[src/design/sere_pkg.sv]
// shared types and constants for the scatter-elements reduce block
package sere_pkg;

    localparam int DATA_W  = 32;
    localparam int COORD_W = 12;
    localparam int DIM_W   = 13;
    localparam int SEL_W   = 2;

    localparam int PLANE_W = 2 * DIM_W;
    localparam int ROW_W   = COORD_W + DIM_W;
    localparam int OFF_W   = COORD_W + PLANE_W;
    localparam int PART_W  = ROW_W + 1;
    localparam int FLAT_W  = OFF_W + 1;

    localparam int MID_DEPTH = 4;
    localparam int OUT_DEPTH = 2;

    localparam int CFG_ADDR_W = 4;
    localparam int CFG_DATA_W = 32;

    typedef logic [SEL_W-1:0] t_sel;

    localparam t_sel ACT_LOAD    = 2'd0;
    localparam t_sel ACT_SCATTER = 2'd1;
    localparam t_sel ACT_READ    = 2'd2;

    localparam t_sel MODE_OVERWRITE = 2'd0;
    localparam t_sel MODE_ADD       = 2'd1;
    localparam t_sel MODE_MUL       = 2'd2;

    localparam t_sel AXIS_OUTER  = 2'd0;
    localparam t_sel AXIS_MIDDLE = 2'd1;
    localparam t_sel AXIS_INNER  = 2'd2;

    localparam t_sel REG_AXIS       = 2'd0;
    localparam t_sel REG_MODE       = 2'd1;
    localparam t_sel REG_DIM_MIDDLE = 2'd2;
    localparam t_sel REG_DIM_INNER  = 2'd3;

endpackage

[src/design/sere_front.sv]
// front pipeline: coordinate select, flat address multiplies and range check
module sere_front #(
    parameter int STORE_DEPTH = 4096,
    localparam int AW = $clog2(STORE_DEPTH)
) (
    input  logic                           i_clk,
    input  logic                           i_rst_n,
    input  logic                           i_accept,
    input  sere_pkg::t_sel                 i_action,
    input  logic [sere_pkg::COORD_W-1:0]   i_flat_address,
    input  logic [sere_pkg::DATA_W-1:0]    i_data_value,
    input  logic [sere_pkg::COORD_W-1:0]   i_scatter_index,
    input  logic [sere_pkg::COORD_W-1:0]   i_pos_outer,
    input  logic [sere_pkg::COORD_W-1:0]   i_pos_middle,
    input  logic [sere_pkg::COORD_W-1:0]   i_pos_inner,
    input  sere_pkg::t_sel                 i_axis,
    input  logic [sere_pkg::DIM_W-1:0]     i_dim_middle,
    input  logic [sere_pkg::DIM_W-1:0]     i_dim_inner,
    output logic                           o_push,
    output sere_pkg::t_sel                 o_action,
    output logic [AW-1:0]                  o_addr,
    output logic [sere_pkg::DATA_W-1:0]    o_data,
    output logic                           o_err,
    output logic [1:0]                     o_fill
);

    logic [sere_pkg::COORD_W-1:0] n_o, n_m, n_i;

    logic                          r_v1;
    sere_pkg::t_sel                r_act1;
    logic [sere_pkg::DATA_W-1:0]   r_data1;
    logic [sere_pkg::COORD_W-1:0]  r_o1, r_m1, r_i1;

    logic                          r_v2;
    sere_pkg::t_sel                r_act2;
    logic [sere_pkg::DATA_W-1:0]   r_data2;
    logic [sere_pkg::COORD_W-1:0]  r_o2, r_i2;
    logic [sere_pkg::PLANE_W-1:0]  r_plane2;
    logic [sere_pkg::ROW_W-1:0]    r_row2;

    logic                          r_v3;
    sere_pkg::t_sel                r_act3;
    logic [sere_pkg::DATA_W-1:0]   r_data3;
    logic [sere_pkg::OFF_W-1:0]    r_off3;
    logic [sere_pkg::PART_W-1:0]   r_part3;

    logic [sere_pkg::FLAT_W-1:0]   flat;

    // load and read go through the same path as coordinates (0, 0, address)
    always_comb begin
        n_o = '0;
        n_m = '0;
        n_i = i_flat_address;
        if (i_action == sere_pkg::ACT_SCATTER) begin
            n_o = i_pos_outer;
            n_m = i_pos_middle;
            n_i = i_pos_inner;
            priority if (i_axis == sere_pkg::AXIS_OUTER) begin
                n_o = i_scatter_index;
            end else if (i_axis == sere_pkg::AXIS_MIDDLE) begin
                n_m = i_scatter_index;
            end else begin
                n_i = i_scatter_index;
            end
        end
    end

    always_ff @(posedge i_clk) begin
        if (!i_rst_n) begin
            r_v1 <= 1'b0;
            r_v2 <= 1'b0;
            r_v3 <= 1'b0;
        end else begin
            r_v1 <= i_accept;
            r_v2 <= r_v1;
            r_v3 <= r_v2;
        end
    end

    always_ff @(posedge i_clk) begin
        r_act1  <= i_action;
        r_data1 <= i_data_value;
        r_o1    <= n_o;
        r_m1    <= n_m;
        r_i1    <= n_i;

        r_act2   <= r_act1;
        r_data2  <= r_data1;
        r_o2     <= r_o1;
        r_i2     <= r_i1;
        r_plane2 <= sere_pkg::PLANE_W'(i_dim_middle) * sere_pkg::PLANE_W'(i_dim_inner);
        r_row2   <= sere_pkg::ROW_W'(r_m1) * sere_pkg::ROW_W'(i_dim_inner);

        r_act3  <= r_act2;
        r_data3 <= r_data2;
        r_off3  <= sere_pkg::OFF_W'(r_o2) * sere_pkg::OFF_W'(r_plane2);
        r_part3 <= sere_pkg::PART_W'(r_row2) + sere_pkg::PART_W'(r_i2);
    end

    assign flat     = sere_pkg::FLAT_W'(r_off3) + sere_pkg::FLAT_W'(r_part3);
    assign o_err    = (flat >= sere_pkg::FLAT_W'(STORE_DEPTH));
    assign o_addr   = flat[AW-1:0];
    assign o_push   = r_v3;
    assign o_action = r_act3;
    assign o_data   = r_data3;
    assign o_fill   = 2'(r_v1) + 2'(r_v2) + 2'(r_v3);

endmodule

[config.mk]
export PLATFORM = sky130hd
export DESIGN_NAME = sere_front
export DESIGN_NICKNAME = d
export VERILOG_FILES = /design/src/design/sere_pkg.sv /design/src/design/sere_front.sv
export SDC_FILE = /design/constraint.sdc
export NUM_CORES = 2
export LEC_CHECK = 0
export ABC_AREA = 1
export BUFFER_PORTS_ARGS = -buffer_cell sky130_fd_sc_hd__buf_2
export CAP_MARGIN = 20
export CORE_MARGIN = 5
export CORE_UTILIZATION = 55
export CTS_BUF_LIST = sky130_fd_sc_hd__clkbuf_4
export CTS_CLUSTER_DIAMETER = 100
export DETAILED_ROUTE_END_ITERATION = 7
export PLACE_DENSITY = 0.71
export SLEW_MARGIN = 15
export SYNTH_ARGS = -nofsm -noshare
export SYNTH_HDL_FRONTEND = slang
export SYNTH_SLANG_ARGS = --single-unit
[constraint.sdc]
create_clock -name i_clk -period 6.61 [get_ports i_clk]
set_input_delay 0.661 -clock i_clk [delete_from_list [all_inputs] [get_ports i_clk]]
set_output_delay 0.661 -clock i_clk [all_outputs]
set_load 0.005 [all_outputs]
---- Word-level counts from Yosys, hierarchy flattened ----
Cells that the tools add are included.
word-level totals
  register bits after elaboration ......... 280
  latch bits .............................. 0
  memory bits (writable) .................. 0
  ROM bits ................................ 0
  bits of input ports ..................... 125
  output and inout bits ................... 50
  logic and storage cells ................. 35
  memories ................................ 0
operators by class
  add/subtract/negate cells ............... 4
  $mul .................................... 3
  divide/modulo/power cells ............... 0
  $lt $le $gt $ge ......................... 1
  eq/ne operators ......................... 2
  shifts and indexed selects .............. 0
  mux-type cells .......................... 6
  bitwise logic cells ..................... 0
  reductions and logical operators ........ 1
operators with widths
  kind                    number
  $mux W12                6
  $add A38 B26 Y39        1
  $ge A39 B13 Y1 const B  1
  $mul A12 B26 Y38        1
  $add A25 B12 Y26        1
  $mul A13 B13 Y26        1
  $mul A12 B13 Y25        1
  $eq A2 B1 Y1 const B    2
  $add A1 B1 Y2           1
  $add A2 B1 Y2           1
  $logic_not A2 Y1        1

---- Longest topological paths before layout ----
  depth in word-level cells ............... 4
  depth in mapped cells ................... 26
  mapped depth without buffers ............ 24

---- Worst setup path after synthesis ----
OpenSTA, ideal clock, no wires.
  path kind ............................... input port to flip-flop
  from .................................... input port i_dim_inner[3] (netlist bit)
  to ...................................... register r_row2[20] (netlist bit)
  data arrival time ....................... 5.288 ns
  slack ................................... 1.250 ns
  stages on the path ...................... 21
  path buffers ............................ 2
  cell sequence ........................... clkbuf_1 clkbuf_1 nand2_1 fa_1 inv_1 fa_1 inv_1 fa_1 inv_1 fa_1 inv_1 fa_1 inv_1 ha_1 nand2_1 nor2_1 inv_1 o21ai_2 a21boi_2 o21ai_0 xor2_1
between the ends
  cells in the longest elaborated chain, start to end .. 1
ends and longest elaborated chain
  element               RTL line          RTL
  start, declared       sere_front.sv:18  input logic [sere_pkg::DIM_W-1:0] i_dim_inner,
  $mul A12 B13 Y25      sere_front.sv:92  r_row2 <= sere_pkg::ROW_W'(r_m1) * sere_pkg::ROW_W'(i_dim_inner);
  end signal, assigned  sere_front.sv:92
  end, declared         sere_front.sv:39  logic [sere_pkg::ROW_W-1:0] r_row2;
No other way between the ends.
A chain may end at the register's enable or synchronous reset.

---- Worst setup path in the final report ----
  from .................................... register r_o2[9] (netlist bit)
  to ...................................... register r_off3[36] (netlist bit)
between the ends
  cells in the longest elaborated chain, start to end .. 1
ends and longest elaborated chain
  element                 RTL line          RTL
  start, declared         sere_front.sv:37  logic [sere_pkg::COORD_W-1:0] r_o2, r_i2;
  start signal, assigned  sere_front.sv:89  r_o2 <= r_o1;
  $mul A12 B26 Y38        sere_front.sv:96  r_off3 <= sere_pkg::OFF_W'(r_o2) * sere_pkg::OFF_W'(r_plane2);
  end signal, assigned    sere_front.sv:96
  end, declared           sere_front.sv:44  logic [sere_pkg::OFF_W-1:0] r_off3;
No other way between the ends.

==> reports/metrics.cfg <==
[critical_path]
worstPathCellList=buf_4 -> nand2_1 -> inv_1 -> fa_1 -> inv_1 -> fa_1 -> inv_1 -> fa_1 -> fa_1 -> inv_1 -> fa_1 -> inv_1 -> ha_1 -> a21oi_1 -> inv_1 -> a31oi_1 -> o21ai_0 -> a221oi_1 -> nand2_1 -> nand2_1 -> nand2_1
end_kind=register
crit_path_top_delay_cell=dfxtp_1
criticalPathCategory=reg -> reg
cp.arrival_ps=6140
cp_max_fo=10
start_kind=register
crit_top_cell=inv_1
max_stage_delay_ps=770
crit_required_ps=7160

[clock_tree]
cts_buffer_depth=3
root_buffer=clkbuf_4
post_cts_buffers=0
htree_levels=3
cts.sinks=280
clk_latency_ps=770
cts_tree=yes
cts_made_buffers=71
clkTransAtPathRegs_ps=60

[timing]
skew_ps=60.8
period_minus_slack_ps=5580
worst_pin_slew_ps=817
maxSlewViolCount=0
rsz0062_at_grt=no
post-route-period-util_pct=84.5
setup_violations=0
fin_tns_setup_ps=0
finalHoldViolCount=0
max_slew_margin_pct=45.4
fmax_ghz=0.179

[grt]
first_global_vias=25200
antenna_found_initial=1
grt_max_degree=38
overflow=0
grt_pass1_wl_mm=128
grt_usage_pct=26.6

[layout]
nFillCells=4990
nNetsFinal=4877
drive_gt1_share_pct=8.86
final_cells=4779
area_growth_pct=8.80
final_common_cell=nand2_1
design_area_um2=33100
mostFrequentLayoutCells=1,048 x nand2_1, 943 x inv_1, 474 x fa_1

[min_path]
hp-class=in -> reg

[power_and_ir_drop]
switching_power_w=0.00643
p_int_w=0.00597
p_leak_nw=18.9
comb_power_share_pct=66.4
switching_share_pct=51.8
p_per_area_nw_per_um2=375
ir_drop_mv=0.316
clkPwrFrac_pct=12.2
sequentialPowerShare_pct=21.4

[die]
initial_utilization_pct=55.4
die-area_um2=60100
die_x_um=245
ios=175
core_area_um2=54900
fp-row-count=86
die_h_um=245

[drt]
drtPass1Iterations=5
drtIter0Drc=1641
via_per_inst=5.12
vias=24500
finalWirelength_mm=78.4
drtAntennaViolNets=0
drc=0
route.detailed.wl_per_inst_um=16.4

[placement]
gp_congestion=0.955
dp_hpwl_mm=63.1
dp_cells=4627
io_buffers=174
place_area_um2=31800

[run_status]
status=completed

[logic_synthesis]
ys.warnings.count=0
async_flop_share_pct=0
yosys_most_used_dff=dfxtp_1
yosysSeqAreaShare_pct=18.4
ys_ff_latch=280
postSynthCellCount=3866
syn_area_per_cell_um2=7.86
syn_nets=4713
ys_types=44
syn_area_um2=30400
synth_edf_count=0

[flow_run]
maxCapViolCount=0

registers in the layout (all words and copies together) (netlist names), 12 cells and up:
signal    count
r_off3       38
o_data       32
r_data1      32
r_data2      32
r_part3      26
r_plane2     26
r_row2       25
r_i1         12
r_i2         12
r_m1         12
r_o1         12
r_o2         12
logic make-up after synthesis:
group           after synthesis  share of synthesized area, %
buf+inv                    1086                          13.4
fa+ha+maj                   722                          41.4
compound gates              272                          4.98
xor+xnor                    110                          3.17
simple gates               1396                          18.6
flops                       280                          18.4
power by group through the flow:
stage          logic (W)  registers (W)  clock network, W
3_5_place_dp     0.00813        0.00267                 0
4_1_cts          0.00821        0.00264           0.00157
3_3_place_gp     0.00805        0.00266                 0
2_1_floorplan    0.00613        0.00227                 0
5_1_grt          0.00936        0.00269           0.00167
6_report         0.00823        0.00265           0.00152
cell usage after synthesis, types with 2 or more instances:
master	number	area [µm²]
xnor2_1	42	368
nand2_2	18	113
nor2_1	176	661
and3_1	2	12.5
nor3_2	3	30.0
nor2_4	3	33.8
nand3_2	4	40.0
nand3b_1	7	52.6
inv_1	943	3540
a31oi_1	13	81.3
nor3_1	20	100
a21o_1	12	90.1
o21bai_1	6	45.0
xor2_1	68	596
a21oi_1	109	546
o21ai_2	9	78.8
a221oi_1	3	26.3
a21boi_0	2	15.0
nor2_2	10	62.6
o211ai_1	6	45.0
inv_2	4	15.0
buf_2	3	15.0
nand2_1	1048	3930
nor4_1	6	37.5
or2_4	2	17.5
o21ai_0	101	505
o21ai_1	4	20.0
o31ai_1	2	15.0
fa_1	474	9490
a21oi_2	2	17.5
clkbuf_1	124	465
ha_1	248	3100
buf_1	12	45.0
nand3_1	69	345
dfxtp_1	280	5610
nand4_1	23	144
final cells by class:
| cell class | count | area, µm² | area share, % |
|---|---|---|---|
| clock buffer | 92 | 691 | 2.09 |
| multi-input combinational | 2500 | 20700 | 62.6 |
| antenna | 2 | 5.00 | 0.0151 |
| sequential | 280 | 5610 | 17.0 |
| timing repair buffer | 230 | 1380 | 4.16 |
| inverter | 947 | 3550 | 10.7 |
| clock inverter | 24 | 245 | 0.742 |
| tap | 704 | 881 | 2.66 |
critical path, delay by kind of cell (launching register included):
| family | cells | cell delay, ps |
|---|---|---|
| simple gates | 4 | 330 |
| flops | 1 | 770 |
| buf+inv | 7 | 750 |
| fa+ha+maj | 6 | 2590 |
| compound gates | 4 | 940 |
routing by layer:
layer  global-route usage (%)  wire (µm)  share of wire, %
met5                        0          0                 0
met4                     7.33       1890               2.4
met2                     44.9      37600                48
met3                     4.82       6320               8.1
met1                     35.5      32600                42
path summary, 6_finish.rpt:
path | from | end | slack [ps] | cells after the start
worst max-delay path | r_o2[9] | r_off3[36] | 1030 | 21
worst min-delay path | i_flat_address[11] | r_i1[11] | 100 | 3
worst max register to register | r_o2[9] | r_off3[36] | 1030 | 21
worst min register to register | r_data1[10] | r_data2[10] | 320 | 0
timing repair:
| action | 4_1_cts | 5_1_grt |
|---|---|---|
| hold buffers | 34 | 0 |
| setup endpoints to repair | 0 | 0 |
| resized for setup | 0 | 0 |
| endpoints found under the hold margin | 34 | 0 |
per-stage QoR:
stage	utilization (%)	setup slack, ps	total power, W	hold slack (ps)
after detailed placement	57.9	999	0.0108	312
after global placement	57.9	1110	0.0107	310
final	60.3	1030	0.0124	102
after global routing	60.3	800	0.0137	45.9
after CTS	60.3	1080	0.0124	16.7
after floorplan	-	1250	0.00840	310
Power figures use the tool's default switching activity.
