`src/design/sere_fifo.sv`:
```
// small register queue used between the front, the back and the result port
module sere_fifo #(
    parameter int WIDTH = 8,
    parameter int DEPTH = 4,
    localparam int PW = (DEPTH > 1) ? $clog2(DEPTH) : 1,
    localparam int CW = $clog2(DEPTH + 1)
) (
    input  logic             i_clk,
    input  logic             i_rst_n,
    input  logic             i_push,
    input  logic [WIDTH-1:0] i_data,
    input  logic             i_pop,
    output logic [WIDTH-1:0] o_data,
    output logic             o_empty,
    output logic [CW-1:0]    o_count
);

    logic [WIDTH-1:0] r_mem [DEPTH];
    logic [PW-1:0]    r_wr, n_wr;
    logic [PW-1:0]    r_rd, n_rd;
    logic [CW-1:0]    r_count, n_count;

    always_comb begin
        n_wr    = r_wr;
        n_rd    = r_rd;
        n_count = r_count;
        if (i_push) begin
            n_wr = (r_wr == PW'(DEPTH - 1)) ? '0 : r_wr + 1'b1;
        end
        if (i_pop) begin
            n_rd = (r_rd == PW'(DEPTH - 1)) ? '0 : r_rd + 1'b1;
        end
        if (i_push && !i_pop) begin
            n_count = r_count + 1'b1;
        end else if (!i_push && i_pop) begin
            n_count = r_count - 1'b1;
        end
    end

    always_ff @(posedge i_clk) begin
        if (!i_rst_n) begin
            r_wr    <= '0;
            r_rd    <= '0;
            r_count <= '0;
        end else begin
            r_wr    <= n_wr;
            r_rd    <= n_rd;
            r_count <= n_count;
        end
    end

    always_ff @(posedge i_clk) begin
        if (i_push) begin
            r_mem[r_wr] <= i_data;
        end
    end

    assign o_data  = r_mem[r_rd];
    assign o_empty = (r_count == '0);
    assign o_count = r_count;

endmodule

```
`config.mk`:
```
export PLATFORM = sky130hd
export DESIGN_NAME = sere_fifo
export DESIGN_NICKNAME = d
export VERILOG_FILES = /design/src/design/sere_fifo.sv
export SDC_FILE = /design/constraint.sdc
export NUM_CORES = 1
export LEC_CHECK = 0
export ABC_AREA = 1
export BUFFER_PORTS_ARGS = -buffer_cell sky130_fd_sc_hd__buf_2
export CAP_MARGIN = 20
export CELL_PAD_IN_SITES_DETAIL_PLACEMENT = 2
export CELL_PAD_IN_SITES_GLOBAL_PLACEMENT = 2
export CORE_MARGIN = 5
export CORE_UTILIZATION = 40
export DETAILED_ROUTE_END_ITERATION = 8
export HOLD_SLACK_MARGIN = 0.03
export MAX_ROUTING_LAYER = met4
export PLACE_DENSITY = 0.9
export SETUP_SLACK_MARGIN = 0.15
export SKIP_CTS_REPAIR_TIMING = 1
export SLEW_MARGIN = 10
export SYNTH_ARGS = -nofsm -noshare
export SYNTH_HDL_FRONTEND = slang
export SYNTH_SLANG_ARGS = --single-unit
```
`constraint.sdc`:
```
create_clock -name i_clk -period 1.95 [get_ports i_clk]
set_input_delay 0.2925 -clock i_clk [delete_from_list [all_inputs] [get_ports i_clk]]
set_output_delay 0.2925 -clock i_clk [all_outputs]
set_load 0.02 [all_outputs]
```
### Word level (Yosys, flattened, before mapping)

Memory sizes are Yosys's and may differ from the RTL's. A register that Yosys moved wholly into a read port is not among the register bits.
Index checks and enable logic that the tools add are counted.

| cells by class | value |
|---|---|
| div/mod/pow operators | 0 |
| add/subtract/negate cells | 4 |
| shifts and indexed selects | 0 |
| equal/unequal tests | 2 |
| bitwise gates (word level) | 0 |
| order comparisons | 0 |
| $mul | 0 |
| reduce and logical (&&, ||, !) cells | 6 |
| multiplexer cells | 8 |

Operators by type and width:

| kind | count |
|---|---|
| 2-bit 2-to-1 mux | 4 |
| 3-bit 2-to-1 mux | 2 |
| 2-bit by 1-bit adder with 2-bit output, second input constant | 2 |
| 2-bit equality test, second input constant | 2 |
| 3-bit by 1-bit adder with 3-bit output, second input constant | 1 |
| 3-bit logical NOT | 1 |
| 3-bit by 1-bit subtractor with 3-bit output, second input constant | 1 |
| 1-bit logical AND | 2 |
| 1-bit logical NOT | 2 |
| 1-bit 2-to-1 mux | 2 |
| 2-bit nonzero test | 1 |

| word-level totals | value |
|---|---|
| logic and storage cells | 24 |
| latch bits | 0 |
| input port bits | 12 |
| register bits after elaboration | 7 |
| ROM bits | 0 |
| memories | 1 |
| memory bits (writable) | 32 |

Memory list:

| name | words | width | rd ports | clocked after memory_dff | wr ports | RTL line | RTL |
|---|---|---|---|---|---|---|---|
| r_mem | 4 | 8 | 1 | 1 | 1 | 18 | `logic [WIDTH-1:0] r_mem [DEPTH];` |

### Logic depth before layout (Yosys ltp)

Gate-level depths: netlist of run 1.

| depth | value |
|---|---|
| depth after elaboration | 4 |
| mapped depth | 10 |
| depth with buffers taken out | 10 |

### Least setup slack after synthesis of run 1

No wires, ideal clock.

| timing | value |
|---|---|
| kind | input to register |
| from | input port i_pop |
| to | register r_count[2], in the netlist o_count[2] |
| stages | 10 |
| slack | 0.607 ns |
| library setup time | 0.110 ns |
| arrival | 1.233 ns |
| cells stage by stage | inv_1 > ha_1 > inv_1 > fa_1 > inv_1 > nand2_1 > nand3_1 > nand2_1 > inv_1 > nor2_1 |

| on the way | value |
|---|---|
| longest elaborated chain between the ends | 3 |

RTL lines:

| what | RTL line | RTL |
|---|---|---|
| start, declared | 12 | `input logic i_pop,` |
| 1-bit logical NOT | 33 | `if (i_push && !i_pop) begin` |
| 1-bit logical AND | 33 |  |
| 3-bit 2-to-1 mux / 2-bit nonzero test (equally long branches) | - |  |
| end signal, assigned | 48 | `r_count <= n_count;` |
| end, declared | 21 | `logic [CW-1:0] r_count, n_count;` |

Several ways; a longest one is shown, not always the timed one.
A chain may end at the register's enable or synchronous reset.

==> results of run 1 <==
placed cells by master (no fill, tap or decap), types with 3 or more instances in the layout:
| cell type | netlist | routed |
|---|---|---|
| a21oi_1 | 3 | 3 |
| buf_2 | 0 | 23 |
| clkbuf_8 | 0 | 6 |
| dfxtp_1 | 9 | 8 |
| edfxtp_1 | 32 | 32 |
| ha_1 | 6 | 6 |
| inv_1 | 15 | 14 |
| nand2_1 | 8 | 8 |
| nor2_1 | 22 | 22 |
| nor3_1 | 3 | 3 |
| o21ai_0 | 15 | 15 |
| o22ai_1 | 8 | 8 |
metrics by stage:
stage	power [uW]	utilization	worst slack (ns)	instances
floorplan	1207	-	0.6069	134
global placement	1289	0.4523	0.4327	206
detailed placement	1319	0.4523	0.3234	206
CTS	1892	0.4748	0.0004746	214
global route	1963	0.4764	0.1522	214
finish	1874	0.4764	0.2656	214
Yosys cell counts, types with 3 or more instances:
master | count | area, sq um
a21oi_1 | 3 | 15.01
dfxtp_1 | 9 | 180.2
edfxtp_1 | 32 | 960.9
ha_1 | 6 | 75.07
inv_1 | 15 | 56.30
nand2_1 | 8 | 30.03
nor2_1 | 22 | 82.58
nor3_1 | 3 | 15.01
o21ai_0 | 15 | 75.07
o22ai_1 | 8 | 50.05
power groups by stage:
stage          logic, uW  registers (uW)  clock network, uW
5_1_grt              303            1040                624
3_5_place_dp         272            1050                  0
3_3_place_gp         247            1040                  0
2_1_floorplan        161            1050                  0
6_report             276            1030                570
4_1_cts              280            1030                584
flip-flops by register name (all words and copies together), names as in the netlist, named ones only:
name     count
r_rd         2
r_wr         2
r_mem       32
o_count      3
worst max-delay path, stage by stage, from the launching register on:
cell and delay, ns:
dfxtp_1 0.53, inv_2 0.18, o21ai_0 0.13, o22ai_1 0.10
buf_2 0.17
per-layer routing:
layer | vias to the layer above | part of all wire
met4 | 0 | 0.024
li1 | 523 | -
met1 | 552 | 0.39
met5 | - | 0
met3 | 11 | 0.028
met2 | 20 | 0.56
cell families after synthesis:
kind of cell	Yosys count
and+or+nand+nor	37
xor gates and xnor gates	1
DFF	41
adders and majority gates	7
AOI/OAI and AO/OA	30
buffers and inverters	18
worst paths after layout:
| kind | from | endpoint | slack (ns) | cells past startpoint |
|---|---|---|---|---|
| setup / recovery | register | o_data[4] | 0.27 | 4 |
| hold / removal | i_data[7] | r_mem[1][7] | 0.22 | 1 |
| hold reg to reg | r_wr[1] | r_wr[1] | 0.56 | 2 |
| setup reg to reg | r_wr[0] | r_mem[2][5] | 0.54 | 4 |
layout make-up:
cell class / count / area share
inverter: 16 / 0.03283
clock buffer: 8 / 0.04728
multi-input combinational: 75 / 0.2219
sequential: 41 / 0.6008
timing repair buffer: 24 / 0.06435
tap: 50 / 0.03283
==> out/summary.txt, run 1 <==
status - completed
total gr overflow - 0
die area - 0.005500 sq mm
Synth Flop Type - edfxtp_1
Pleak - 0.0007698 uW
ys async rst share - 0
post-route setup TNS - 0 ns
routed vias - 1106
Sw Share - 0.2691
Data arrival, critical path - 1.39 ns
FILL cells - 399
startpoint types - register
gpl congestion - 0.7363
Finished Cell Area - 0.001906 sq mm
Tcrit/Tclk final - 0.8638
vias in the first global route - 1268
post-synthesis sequential area ratio - 0.6930
RSZ-0062 raised after global routing - no
# setup viols final - 0
Most Used Layer, Global Route - met2
CTS tree - done
WHS - 0.2181 ns
Pint - 1370 uW
unique cell type count in the Yosys netlist - 19
worst-path maximum fanout - 9
Placed Area - 0.001809 sq mm
Register Area - 0.001145 sq mm
Worst-Skew Late Latency - 0.29 ns
M3 GR Usage - 0.03784
Die Wd - 74.16 microns
maxcap violations - 0
drt wl/cell - 20.18 microns
WP data required - 1.66 ns
DR DRC count - 0
drt first-iter violations - 107
first-pass GRT wire length - 6865 microns
largest net degree at the start of global routing - 17
CTS Buf Count - 5
clk_skew - 0.006775 ns
Synth Area in XOR/XNOR - 0.005319
synthesized flop and latch total - 41
Worst setup EP type - primary output
clock group share of total power - 0.304
portion of netlist area occupied by mux cells - 0
largest family of logic cells by synthesized area - compound AO/OA/AOI/OAI gates
Layout area overhead - 15.73%
Slew Viols, Final - 0
H-tree levels - 2
Multi-input gate area - 422.9 sq um
post-synthesis compound-gate area fraction - 0.1018
First-pass DRT Iterations - 4
Total GRT Usage - 0.1829
port buffer count - 23
syn avg cell area - 12.29 sq um
drt total wl - 4318 microns
core box area - 0.004000 sq mm
synth warn - 0
CTS Root Cell - clkbuf_8
vias per inst - 5.168
mapped cell area - 0.001647 sq mm
kind of critical path - register to primary output
DIE HEIGHT - 74.16 microns
clk slew on worst S/H paths - 0.08 ns
post-synth net total - 153
Switch Pwr - 504.3 uW
Rows - 23
Final Hold Violating Endpoints - 0
post-synthesis simple-gate area fraction - 0.09195
Mapped Cells - 134
worst-margin pin slew - 0.4408 ns
I/O pins - 24
fraction of power consumed by combinational cells - 0.147
initial antenna violation count - 0
share of cells above drive strength 1 - 0.2256
Initial Util - 0.4116
Nets - 182
Seq pwr share - 0.549
GR Layer Usage met2 - 0.3307
Period minus WS final - 1.684 ns
Post-synth EDFFs - 32
GRT met1 Usage - 0.1908
dpl hpwl - 3015 microns
Max transition margin - 0.7058
fmax - 593.7 MHz
Hold WC Path Type - primary input to register
Max clock buf depth - 2
Power Density - 983.4 mW/mm^2
Adder-Cell Fraction of Synth Area - 0.05775
Final ANT Viol Nets - 0
Diodes inserted - 0
VDD IR max - 0.3980 mV
clock sink count - 41
No activity file was read; power rests on OpenSTA's default activity.
==> run 2, diff against run 1 <==
Settings changed: CTS_BUF_LIST set to sky130_fd_sc_hd__clkbuf_8 sky130_fd_sc_hd__clkbuf_16.
==> run 2 against run 1 <==
Net effect: combinational power about the same; final area unchanged; power down 0.54%; setup slack is essentially flat; final cell count stayed put; clock power fell by 2%; largest cell class unchanged; sequential cell count is the same; highest routed layer unchanged; sequential power barely moved.
==> out/summary.txt, run 2 (same netlist as run 1, synthesis figures left out) <==
dpl hpwl - 3015 microns
die area - 0.005500 sq mm
DIE HEIGHT - 74.16 microns
Max transition margin - 0.7079
port buffer count - 23
drt total wl - 4319 microns
WP data required - 1.66 ns
Worst setup EP type - primary output
commonest non-fill, non-tap cell in the layout - edfxtp_1
vias in the first global route - 1268
# setup viols final - 0
core box area - 0.004000 sq mm
Max clock buf depth - 2
CP top delay family - flip-flops
Stages on worst setup path - 4
total gr overflow - 0
slowest stage cell, crit path - dfxtp_1
kind of critical path - register to primary output
Data arrival, critical path - 1.39 ns
most frequent cells in the layout - edfxtp_1 (32), buf_2 (23), nor2_1 (22), inv_1 (16), o21ai_0 (15)
FILL cells - 399
gpl congestion - 0.7363
Register Area - 0.001145 sq mm
CP peak stage delay - 0.53 ns
DR DRC count - 0
Worst R2R Path Depth - 4
Die Wd - 74.16 microns
largest net degree at the start of global routing - 17
WHS - 0.2177 ns
Hold WC Path Type - primary input to register
Critical R2R Launch - r_wr[0]
CTS tree - done
share of cells above drive strength 1 - 0.2256
routed vias - 1107
VDD IR max - 0.3813 mV
Layout area overhead - 15.73%
initial antenna violation count - 0
Largest register FFs - 32
Diodes inserted - 0
Worst-Skew Late Latency - 0.29 ns
Tcrit/Tclk final - 0.8637
maxcap violations - 0
Pleak - 0.0007781 uW
H-tree levels - 2
drt wl/cell - 20.18 microns
CTS Buf Count - 5
Slew Viols, Final - 0
I/O pins - 24
clk slew on worst S/H paths - 0.08 ns
crit path capture - o_data[4]
vias per inst - 5.173
CP Cell Sequence - inv_2 -> o21ai_0 -> o22ai_1 -> buf_2
Power Density - 978.1 mW/mm^2
Rows - 23
Initial Util - 0.4116
FF-to-FF setup slack - 0.54 ns
Final ANT Viol Nets - 0
Final Hold Violating Endpoints - 0
First-pass DRT Iterations - 4
post-route setup TNS - 0 ns
fmax - 593.8 MHz
Tot Pwr - 1864 uW
reg2reg end - r_mem[2][5]
most flop-heavy register - r_mem
Period minus WS final - 1.684 ns
CTS Root Cell - clkbuf_8
worst-margin pin slew - 0.4376 ns
first-pass GRT wire length - 6865 microns
RSZ-0062 raised after global routing - no
worst-path maximum fanout - 9
startpoint types - register
Buf/Inv on CP - 2
clk_skew - 0.007006 ns
Nets - 182
drt first-iter violations - 108
clock sink count - 41
Multi-input gate area - 422.9 sq um
Total GRT Usage - 0.1829
status - completed
==> run 2: final cells by class <==
| cell class | instances | area share |
|---|---|---|
| clock inverters | 2 | 0.003940 |
| flip-flops and latches | 41 | 0.6008 |
| repair buffers | 24 | 0.06435 |
| well taps | 50 | 0.03283 |
| multi-input cells | 75 | 0.2219 |
| clock buffers | 6 | 0.04334 |
| inverters | 16 | 0.03283 |
==> run 2: report_power, final <==
part	leakage [uW]	total, uW	switching [uW]	internal [uW]
registers	0.000369	1030	38.0	991
clock network	0.0000538	560	281	278
logic	0.000355	276	185	90.3
total	0.000778	1860	505	1360
==> run 2: routing by layer <==
metal | GRT usage | share of wire | up-vias
li1 | - | - | 523
met1 | 0.1908 | 0.39 | 551
met2 | 0.3307 | 0.56 | 22
met3 | 0.03784 | 0.028 | 11
met4 | 0.07847 | 0.024 | 0
met5 | - | 0 | -
==> run 2: worst min-delay path by stage <==
stage               startpoint     endpoint  slack [ns]  cells after the start
global route         i_data[7]  r_mem[1][7]        0.21                      1
floorplan            i_data[0]  r_mem[0][0]        0.39                      0
global placement     i_data[7]  r_mem[1][7]        0.50                      1
finish               i_data[7]  r_mem[1][7]        0.22                      1
CTS                  i_data[7]  r_mem[1][7]        0.21                      1
detailed placement   i_data[6]  r_mem[3][6]        0.51                      1
==> run 2: stage by stage <==
| stage | cells | instance area [sq um] | setup slack [ns] | util |
|---|---|---|---|---|
| detailed placement | 206 | 1809 | 0.3234 | 0.4523 |
| global placement | 206 | 1809 | 0.4327 | 0.4523 |
| global route | 214 | 1906 | 0.1522 | 0.4764 |
| floorplan | 134 | 1647 | 0.6069 | - |
| finish | 214 | 1906 | 0.2658 | 0.4764 |
| CTS | 214 | 1899 | 0.0001037 | 0.4748 |
